### config.mk
export PLATFORM = sky130hd
export DESIGN_NAME = rnts_ram
export DESIGN_NICKNAME = d
export VERILOG_FILES = /design/src/sv/rnts_ram.sv
export SDC_FILE = /design/constraint.sdc
export NUM_CORES = 2
export LEC_CHECK = 0
export BUFFER_PORTS_ARGS = -buffer_cell sky130_fd_sc_hd__buf_2
export CAP_MARGIN = 20
export CORE_MARGIN = 3
export CORE_UTILIZATION = 65
export CTS_BUF_LIST = sky130_fd_sc_hd__clkbuf_2 sky130_fd_sc_hd__clkbuf_4 sky130_fd_sc_hd__clkbuf_8
export DETAILED_ROUTE_END_ITERATION = 10
export MAX_ROUTING_LAYER = met4
export PLACE_DENSITY_LB_ADDON = 0.25
export SLEW_MARGIN = 5
export SYNTH_ARGS = -nofsm -noshare
export SYNTH_HDL_FRONTEND = slang
export SYNTH_SLANG_ARGS = --single-unit
### constraint.sdc
create_clock -name clk_i -period 7.4 [get_ports clk_i]
set_input_delay 1.48 -clock clk_i [delete_from_list [all_inputs] [get_ports clk_i]]
set_output_delay 1.48 -clock clk_i [all_outputs]
set_load 0.1 [all_outputs]
### src/sv/rnts_ram.sv
// ----------------------------------------------------------------------------
// rnts_ram
// Generic single write port, single read port RAM with registered read data.
// ----------------------------------------------------------------------------
module rnts_ram #(
  parameter int WIDTH = 32,
  parameter int DEPTH = 64,
  parameter int AW    = (DEPTH > 1) ? $clog2(DEPTH) : 1
) (
  input  logic             clk_i,
  input  logic             we_i,
  input  logic [AW-1:0]    waddr_i,
  input  logic [WIDTH-1:0] wdata_i,
  input  logic [AW-1:0]    raddr_i,
  output logic [WIDTH-1:0] rdata_o
);

  logic [WIDTH-1:0] mem_q [DEPTH];
  logic [WIDTH-1:0] rdata_q;

  // write port and registered read port
  always_ff @(posedge clk_i) begin
    if (we_i) begin
      mem_q[waddr_i] <= wdata_i;
    end
    rdata_q <= mem_q[raddr_i];
  end

  assign rdata_o = rdata_q;

endmodule

**Word-level counts from Yosys, hierarchy flattened**

Memories as Yosys holds them, arrays and structs flattened. A register that Yosys moved wholly into a read port is not among the register bits.
Index checks and enable logic that the tools add are counted.

- Muxes and demuxes: 2

Operators with widths:

| kind | number |
|---|---|
| 2-to-1 mux 1 bit | 2 |

- Word-level logic and storage cells: 3
- Register bits: 0
- Memories: 1
- Output and inout port bits: 32
- Memory bits (writable): 2,048

Memory list:

| name | depth | bits a word | rd ports | clocked after Yosys merged registers in | wr ports | RTL line | text |
|---|---|---|---|---|---|---|---|
| mem_q | 64 | 32 | 1 | 1 | 1 | 18 | `logic [WIDTH-1:0] mem_q [DEPTH];` |

**Logic depth before layout (Yosys ltp)**

- Depth after elaboration: 2
- Mapped depth: 10
- Mapped depth without buffers: 5

**Worst setup path after synthesis**

No wires, ideal clock.

- Path kind: in2reg
- From: in waddr_i[3]
- To: mem mem_q[48][0] (enable)
- Library setup time: 0.461 ns
- Path buffers: 1
- Data arrival time: 4.179 ns
- Cell stages on the path: 4
- Path slack: 2.760 ns
- Cells stage by stage: clkbuf_1 -> nor2b_1 -> nand4b_1 -> nor3_1

RTL lines:

| item | RTL line | text |
|---|---|---|
| start, declared | 12 | `input logic [AW-1:0] waddr_i,` |
| end, declared | 18 |  |

Straight into the memory's write port.

==> results.py <==
metrics = {
    "yosys": {
        "synth_common_cells": "edfxtp_1, mux4_2, nor2_1",
        "synth_nets": 3370,
        "synth_top_area_cell": "edfxtp_1",
        "async_reset_ff_share_pct": 0,
        "yosysMostFrequentCell": "edfxtp_1",
        "synth_top_area_share_pct": 78.3,
        "ys_seq_elements": 2080,
        "synth_ff_type": "edfxtp_1",
        "synthesis.instances": 3324,
        "avgSynthCellArea_um2": 23.6,
        "netlist_area_um2": 78500,
        "yosys.cell_types.count": 34,
        "ys_warn_count": 0,
        "ys_top_cells_by_area": "edfxtp_1, mux4_2, mux2i_1, dfxtp_1, o22ai_1",
        "yosysSeqAreaShare_pct": 79.1,
        "synth_edf_count": 2048,
    },
    "pwr": {
        "peakVddDrop_mv": 0.209,
        "p_per_area_nw_per_um2": 270,
        "p_leak_uw": 0.0278,
    },
    "sta": {
        "worst_slew_pin_slew_ns": 1.13,
        "hold_viol_final": 0,
        "finClkSkew_ns": 0.0593,
        "setup_ws_ns": 3.25,
        "fin_crit_ns": 4.15,
        "hold_ws_ns": 0.735,
        "max_freq_mhz": 241,
        "max_slew_margin_pct": 24.5,
        "rsz0062_at_grt": "no",
        "fin_crit_sh_pct": 56.1,
        "maxSlewViolCount": 0,
        "fin_setup_tns_ns": 0,
        "setup_viol": 0,
    },
    "global_routing": {
        "grt_max_degree": 86,
        "grt_usage_pct": 33.7,
        "grt_pass1_vias": 39100,
        "grt_pass1_wl_um": 284000,
        "antenna_found_initial": 26,
        "overflow": 0,
    },
    "routing": {
        "drc_errors": 0,
        "routed_wl_um": 200000,
        "first_pass_iters": 5,
        "ant_nets": 0,
        "vias_per_cell": 7.03,
        "drt_iter0_drc": 6203,
        "avgRoutedWirePerCell_um": 36.1,
        "vias": 38900,
    },
    "cts": {
        "holdBufCountCts": 0,
        "clk_transition_reported_paths_ns": 0.06,
        "cts_made_buffers": 327,
        "clkLatencyLatePin_ns": 1.01,
        "clock-sinks": 2080,
        "clock-root-buffer": "clkbuf_8",
        "cts_resized": 0,
        "cts_max_level": 5,
        "tritoncts": "built",
        "cts_setup_buffers": 0,
        "clockBufferDepth": 4,
    },
    "cells_and_area": {
        "synthToLayoutAreaGrowth_pct": 12.4,
        "fin_area_um2": 88200,
        "final_layout_size_suffix_gt1_share_pct": 33.9,
        "nets": 3733,
        "post-route-util_pct": 74.1,
        "fill_cells": 6157,
    },
    "min_path": {
        "hold_path_depth": 4,
        "hp-class": "flip-flop to flip-flop",
    },
    "place": {
        "port_buffers": 77,
        "dpl.hpwl_um": 108000,
        "post-place-ws_ns": 2.30,
        "gp_congestion": 0.873,
        "post_dp_cell_area_um2": 81500,
    },
    "worst_setup_path": {
        "required_ns": 8.21,
        "setup.worst_path.start_class": "input pin",
        "setup.worst_path.end_class": "flip-flop",
        "crit_type": "input pin to flip-flop",
        "rr_worst_depth": 4,
        "worstPathArrival_ns": 4.96,
        "critPathMaxFanout": 80,
    },
    "floorplanning": {
        "core_area_um2": 119000,
        "die_h_um": 354,
        "start_util_pct": 66.0,
        "pin_count": 78,
        "dieArea_um2": 125000,
        "die_w_um": 354,
        "row_count": 126,
    },
    "run": {
        "maxCapViolCount": 0,
    },
    "outcome": {
        "status": "finished, final reports clean",
    },
}
==> layout make-up <==
class                      count  area [µm²]  share of cell area (%)
multi-input combinational   1062       16000                    18.1
clock inverter                98         541                   0.613
timing repair buffer         216        1870                    2.12
sequential                  2080       62100                    70.4
antenna                       20        50.0                  0.0567
tap                         1600        2000                    2.27
clock buffer                 460        5660                    6.41
==> critical path, stage by stage <==
cell	delay (ns)
buf_8	0.69
buf_12	0.34
buf_4	0.27
mux4_2	0.57
mux4_2	0.52
o22ai_1	0.80
nor2_1	0.11
==> cell families after synthesis <==
kind of cell | Yosys count | share of synthesized area [%]
flip-flops | 2080 | 79.1
AO/OA/AOI/OAI | 202 | 1.67
AND/OR/NAND/NOR | 223 | 1.27
multiplexers | 637 | 16.8
buffers and inverters | 182 | 1.13
==> layout by cell type, fill, tap and decap left out, types with 27 or more instances in the layout <==
master and instances:
dfxtp_1 32, clkinv_2 28, clkinv_1 58, buf_2 71, buf_4 112, o221ai_1 27, mux2i_1 93, edfxtp_1 2048
nor2_4 62, nor2_1 75, clkbuf_8 352, a21oi_1 62, o22ai_1 84, mux4_2 544, clkbuf_4 108
==> where the power goes <==
part	switching, µW	internal (µW)	total, µW
Sequential	56.9	13000	13100
Combinational	950	452	1400
Clock	4240	5040	9280
Total	5250	18500	23800
==> registers in the layout, indices dropped and copies added (netlist names) <==
| name | flops |
|---|---|
| mem_q | 2048 |
| rdata_o | 32 |
==> per-stage QoR <==
stage               total power, µW  cells
finish                        23800   5536
global route                  24500   5531
CTS                           23800   5494
detailed placement            14700   4936
global placement              14700   4936
floorplan                     14100   3324
==> metal layers <==
metal	vias up	share of wire, %	GRT usage [%]
met3	445	15	10.5
met2	3231	47	48.5
li1	15000	-	-
met1	20200	35	46.6
met5	-	0	-
met4	0	3.7	12.3
==> path summary, 6_finish.rpt <==
path,to,slack (ns),startpoint
worst max-delay path,rdata_o[9]$_DFF_P_,3.25,raddr_i[0]
worst min-delay path,rdata_o[4]$_DFF_P_,0.73,mem_q[28][4]$_DFFE_PP_
worst max register to register,rdata_o[9]$_DFF_P_,4.89,mem_q[11][9]$_DFFE_PP_
worst min register to register,rdata_o[4]$_DFF_P_,0.73,mem_q[28][4]$_DFFE_PP_
(Power assumes the default switching activity.)
